## src/srts_pkg.sv

```systemverilog
package srts_pkg;

  localparam int TABLE_DEPTH = 1024;
  localparam int IDX_W = $clog2(TABLE_DEPTH);
  localparam int CNT_W = IDX_W + 1;
  localparam int POS_W = IDX_W + 2;

  localparam logic [1:0] ACT_LOAD   = 2'd0;
  localparam logic [1:0] ACT_QUERY  = 2'd1;
  localparam logic [1:0] ACT_CLEAR  = 2'd2;
  localparam logic [1:0] ACT_UNUSED = 2'd3;

  localparam logic [2:0] ST_LOADED   = 3'd0;
  localparam logic [2:0] ST_FULL     = 3'd1;
  localparam logic [2:0] ST_FOUND    = 3'd2;
  localparam logic [2:0] ST_NOTFOUND = 3'd3;
  localparam logic [2:0] ST_CLEARED  = 3'd4;

  typedef struct packed {
    logic [1:0]         action;
    logic signed [31:0] rec_id;
    logic [63:0]        rec_name;
    logic [7:0]         rec_gender;
    logic [7:0]         rec_age;
  } in_item_t;

  typedef struct packed {
    logic [2:0]         status;
    logic signed [31:0] out_id;
    logic [63:0]        out_name;
    logic [7:0]         out_gender;
    logic [7:0]         out_age;
  } out_item_t;

  typedef struct packed {
    logic signed [31:0] id;
    logic [63:0]        name;
    logic [7:0]         gender;
    logic [7:0]         age;
  } rec_t;

  localparam int REC_W = $bits(rec_t);

  // controller to datapath
  typedef struct packed {
    logic       latch;
    logic       load;
    logic       clear;
    logic       sort_init;
    logic       rd_cur;
    logic       cur_take;
    logic       shift;
    logic       put;
    logic       sort_done;
    logic       srch_init;
    logic       probe;
    logic       go_low;
    logic       go_high;
    logic       set_res;
    logic [2:0] res_status;
    logic       emit;
  } cmd_t;

  // datapath to controller
  typedef struct packed {
    logic [1:0] action;
    logic       full;
    logic       sorted;
    logic       i_lt_cnt;
    logic       gt;
    logic       j_is_one;
    logic       srch_over;
    logic       eq;
    logic       lt;
    logic       out_free;
  } sts_t;

endpackage

```

## src/srts_ctrl.sv

```systemverilog
module srts_ctrl (
  input  logic          clk,
  input  logic          rst_n,
  input  logic          in_valid,
  output logic          in_stall,
  input  srts_pkg::sts_t sts,
  output srts_pkg::cmd_t cmd
);

  typedef enum logic [2:0] {
    S_IDLE, S_DISPATCH, S_SORT_CHK, S_SORT_CUR, S_SORT_CMP, S_SORT_PUT, S_SRCH, S_PROBE
  } state_t;

  state_t state_r, state_nxt;
  logic   emit_pend_r, emit_pend_nxt;

  assign in_stall = !rst_n || (state_r != S_IDLE) || emit_pend_r;

  always_comb begin
    cmd = '0;
    state_nxt = state_r;
    emit_pend_nxt = emit_pend_r;
    if (emit_pend_r && sts.out_free) begin
      cmd.emit = 1'b1;
      emit_pend_nxt = 1'b0;
    end
    unique case (state_r)
      S_IDLE: begin
        if (in_valid && !in_stall) begin
          cmd.latch = 1'b1;
          state_nxt = S_DISPATCH;
        end
      end
      S_DISPATCH: begin
        priority if (sts.action == srts_pkg::ACT_LOAD) begin
          cmd.set_res = 1'b1;
          if (sts.full) begin
            cmd.res_status = srts_pkg::ST_FULL;
          end else begin
            cmd.load = 1'b1;
            cmd.res_status = srts_pkg::ST_LOADED;
          end
          emit_pend_nxt = 1'b1;
          state_nxt = S_IDLE;
        end else if (sts.action == srts_pkg::ACT_CLEAR) begin
          cmd.clear = 1'b1;
          cmd.set_res = 1'b1;
          cmd.res_status = srts_pkg::ST_CLEARED;
          emit_pend_nxt = 1'b1;
          state_nxt = S_IDLE;
        end else if (sts.action == srts_pkg::ACT_QUERY) begin
          if (sts.sorted) begin
            cmd.srch_init = 1'b1;
            state_nxt = S_SRCH;
          end else begin
            cmd.sort_init = 1'b1;
            state_nxt = S_SORT_CHK;
          end
        end else begin
          state_nxt = S_IDLE;
        end
      end
      S_SORT_CHK: begin
        if (sts.i_lt_cnt) begin
          cmd.rd_cur = 1'b1;
          state_nxt = S_SORT_CUR;
        end else begin
          cmd.sort_done = 1'b1;
          cmd.srch_init = 1'b1;
          state_nxt = S_SRCH;
        end
      end
      S_SORT_CUR: begin
        cmd.cur_take = 1'b1;
        state_nxt = S_SORT_CMP;
      end
      S_SORT_CMP: begin
        if (sts.gt) begin
          cmd.shift = 1'b1;
          if (sts.j_is_one) begin
            state_nxt = S_SORT_PUT;
          end
        end else begin
          cmd.put = 1'b1;
          state_nxt = S_SORT_CHK;
        end
      end
      S_SORT_PUT: begin
        cmd.put = 1'b1;
        state_nxt = S_SORT_CHK;
      end
      S_SRCH: begin
        if (sts.srch_over) begin
          cmd.set_res = 1'b1;
          cmd.res_status = srts_pkg::ST_NOTFOUND;
          emit_pend_nxt = 1'b1;
          state_nxt = S_IDLE;
        end else begin
          cmd.probe = 1'b1;
          state_nxt = S_PROBE;
        end
      end
      S_PROBE: begin
        priority if (sts.eq) begin
          cmd.set_res = 1'b1;
          cmd.res_status = srts_pkg::ST_FOUND;
          emit_pend_nxt = 1'b1;
          state_nxt = S_IDLE;
        end else if (sts.lt) begin
          cmd.go_low = 1'b1;
          state_nxt = S_SRCH;
        end else begin
          cmd.go_high = 1'b1;
          state_nxt = S_SRCH;
        end
      end
      default: state_nxt = S_IDLE;
    endcase
  end

  always_ff @(posedge clk) begin
    if (!rst_n) begin
      state_r <= S_IDLE;
      emit_pend_r <= 1'b0;
    end else begin
      state_r <= state_nxt;
      emit_pend_r <= emit_pend_nxt;
    end
  end

endmodule

```

## config.mk

```make
export PLATFORM = sky130hd
export DESIGN_NAME = srts_ctrl
export DESIGN_NICKNAME = d
export VERILOG_FILES = /design/src/srts_pkg.sv /design/src/srts_ctrl.sv
export SDC_FILE = /design/constraint.sdc
export NUM_CORES = 1
export LEC_CHECK = 0
export BUFFER_PORTS_ARGS = -buffer_cell sky130_fd_sc_hd__buf_2
export CORE_AREA = 2 2 39 41
export DETAILED_ROUTE_END_ITERATION = 10
export DIE_AREA = 0 0 41 43
export PLACE_DENSITY = 0.68
export SKIP_LAST_GASP = 1
export SYNTH_ARGS = -nofsm -noshare
export SYNTH_HDL_FRONTEND = slang
export SYNTH_SLANG_ARGS = --single-unit
```

## constraint.sdc

```tcl
create_clock -name clk -period 3.5 [get_ports clk]
set_input_delay 0.875 -clock clk [delete_from_list [all_inputs] [get_ports clk]]
set_output_delay 0.875 -clock clk [all_outputs]
set_load 0.005 [all_outputs]
```

==> run metrics <==
I/O pin total 33; crit-path cells buf_2, or4b_4, o32ai_2, buf_2; Worst-Skew Late Latency about 0.23 ns; Nets between 100 and 150; Yosys reg bits 4; Mapped Cells 59; most common cell after layout, fill and taps aside buf_2; switching power 62.0 uW; CTS tree yes; Layout Utilization 44.4%; clock sinks 4; Starting DRT DRC Count 11; post-CTS setup buffers 0; CP Max Fanout 5; CTS buffer count 3; Sum Neg Setup Slack 0 ns; Synth Area in Compound Gates about a quarter; post-synth net total between 70 and 80; Reg area 80.1 um^2; DR WL/cell around 11 um; Max stage delay cell, worst path or4b_4; Hold-fix buffers, CTS 0; remaining global-route overflow 0; Synth Area in Simple Gates 45.4%; P_leak about 0.00032 uW; clock transition at the registers of the reported paths ~0.030 ns; period utilization 77.5%; # diodes 0; cell area after layout roughly 600 um^2; Routed Antenna Nets 0; core area 1380 um^2; Worst Tran Pin Value 0.529 ns; die area 1760 um^2; max-cap violations 0; CP max stage delay between 0.5 and 0.6 ns; first-pass GRT wire length approximately 1.7 mm; die height between 40 and 50 um; post-synthesis mux area share 2.29%; crit start category primary input; Clk pwr share approximately 30%; largest area contributor in the netlist dfxtp_1; Hold Crit Class flop to flop; area delta synth->final 40.3%; PwrDens between 300 and 400 nW/um^2; total length of routed wires about 1.2 mm; RSZ-0062 raised after global routing no; # rows 14; Initial Utilization 31.6%; FMAX 369 MHz; Total Power roughly 190 uW; placed wire-length estimate slightly above 900 um; Clock Skew 0.00854 ns; Pins Over Slew Limit 0; sw frac roughly a third; final setup violation count 0; vias in the first global route 403; largest net degree at the start of global routing 18; average cell area after synthesis around 7.4 um^2; Pint ~120 uW; buffer and inverter count on the worst path 2; IO buf count 32; ranking of synthesized cells by area dfxtp_1 (18%), nand2b_1 (5.7%), nor2_1 (5.1%), nor3b_1 (5.1%), a21oi_1 (4.6%); Max VDD drop 0.000251 V; delay-heaviest family, CP simple AND/OR/NAND/NOR gates; CP required 2.62 ns; placed inst area around 590 um^2; Rel. slew slack around two thirds; Fillers around 150; Critical Path Most Common Cell buf_2; Post-Syn Area between 400 and 500 um^2; final hold vios 0; multi-input logic area 320 um^2; width of the die between 40 and 50 um; Yosys cell types 30; drt via density just over 5; power share of the combinational group approximately 34%; combinational family with the most area after synthesis simple AND/OR/NAND/NOR gates; commonest cells after routing, fill and taps aside buf_2 (32), nor2_1 (6), nand2_1 (5); Initial DRT Pass Iterations 4; vias after detailed routing between 500 and 600; Max Root-Sink Buffers 2; htree depth 1; Seq/Total Area, Yosys 18.3%; layout cells sized above 1 between 40 and 50%; Yosys top cell area share a little under a fifth; Worst EP arrival 1.84 ns; Post-Synth Adder-Cell Area 0%; Min Clock Period, post-route roughly 2.7 ns; Critical Path End Type output pin; Total GRT Usage between 10% and 20%; RePlAce Congestion approximately 0.7; outcome completed; Crit Path Class primary input to output pin; register share of total power a little over a third; Yosys Warn Count 0; CTS root buf clkbuf_4; PostCTS Resize Cnt 0; initial antenna violation count 0; Post-Synth XOR/XNOR Area 0%; Post-route DRC 0
## cell families (layout without fill, tap and decap cells)
logic type	Yosys count	in the layout
compound gates	14	14
buf+inv	7	38
flops	4	4
mux	1	1
simple gates	33	33
## registers in the layout, summed over array words and instances, names as in the netlist
name         count
emit_pend_r      1
state_r          3
## worst min-delay path, delay by kind of cell (launching register included)
family / cells / cell delay, ns
compound gates: 1 / 0.11
flops: 1 / 0.34
simple gates: 1 / 0.14
## synthesized netlist by cell type (all sizes together)
| cell | instances |
|---|---|
| and3b | 2 |
| mux2i | 1 |
| o32ai | 1 |
| nand3b | 2 |
| inv | 3 |
| or4b | 1 |
| and4 | 1 |
| a31oi | 1 |
| a31o | 1 |
| o21a | 1 |
| a211oi | 1 |
| buf | 2 |
| o21bai | 1 |
| o21ai | 1 |
| a2111o | 1 |
| nor2 | 6 |
| a221oi | 1 |
| nor3b | 3 |
| nor4 | 1 |
| nor3 | 3 |
| nand2b | 4 |
| and2 | 1 |
| dfxtp | 4 |
| clkbuf | 2 |
| nor4b | 1 |
| o31a | 1 |
| nor2b | 3 |
| nand2 | 5 |
| a21oi | 4 |
## stage by stage
step | std cells | setup WS (ns) | hold slack, ns
after floorplan | 59 | 1.02 | 0.562
after global placement | 103 | 0.792 | 0.596
after detailed placement | 103 | 0.783 | 0.609
after CTS | 106 | 0.783 | 0.618
after global routing | 106 | 0.750 | 0.659
final | 106 | 0.787 | 0.613
## power groups by stage
stage          clock network, uW  logic [uW]  registers, uW
5_1_grt                     64.4        69.3           68.9
3_3_place_gp                   0        62.2           66.6
3_5_place_dp                   0        62.5           66.8
4_1_cts                     58.7        63.1           66.1
6_report                    55.8        62.9           66.7
2_1_floorplan                  0        51.1           55.9
## routing by layer
metal / wire (um) / vias to the layer above / track usage, % / share of wire, %
met5: 0 / - / 0 / 0
met4: 0 / 0 / 6.00 / 0
met3: 106 / 0 / 4.71 / 9.0
met2: 536 / 22 / 20.0 / 46
met1: 534 / 236 / 19.0 / 45
li1: - / 280 / - / -
## path summary, 6_finish.rpt
path                from     endpoint  slack [ns]  depth (start not counted)
min          emit_pend_r  emit_pend_r        0.61                          2
min reg2reg  emit_pend_r  emit_pend_r        0.61                          2
max               sts[9]       cmd[1]        0.79                          4
max reg2reg   state_r[0]  emit_pend_r        2.03                          3
## cell type report
class                   count  share of cell area (%)
clock buffers               3                    3.67
inverters                   3                    1.83
multi-input cells          48                    52.1
flip-flops and latches      4                    13.0
well taps                  16                    3.26
repair buffers             32                    26.1
(Power assumes the default switching activity.)
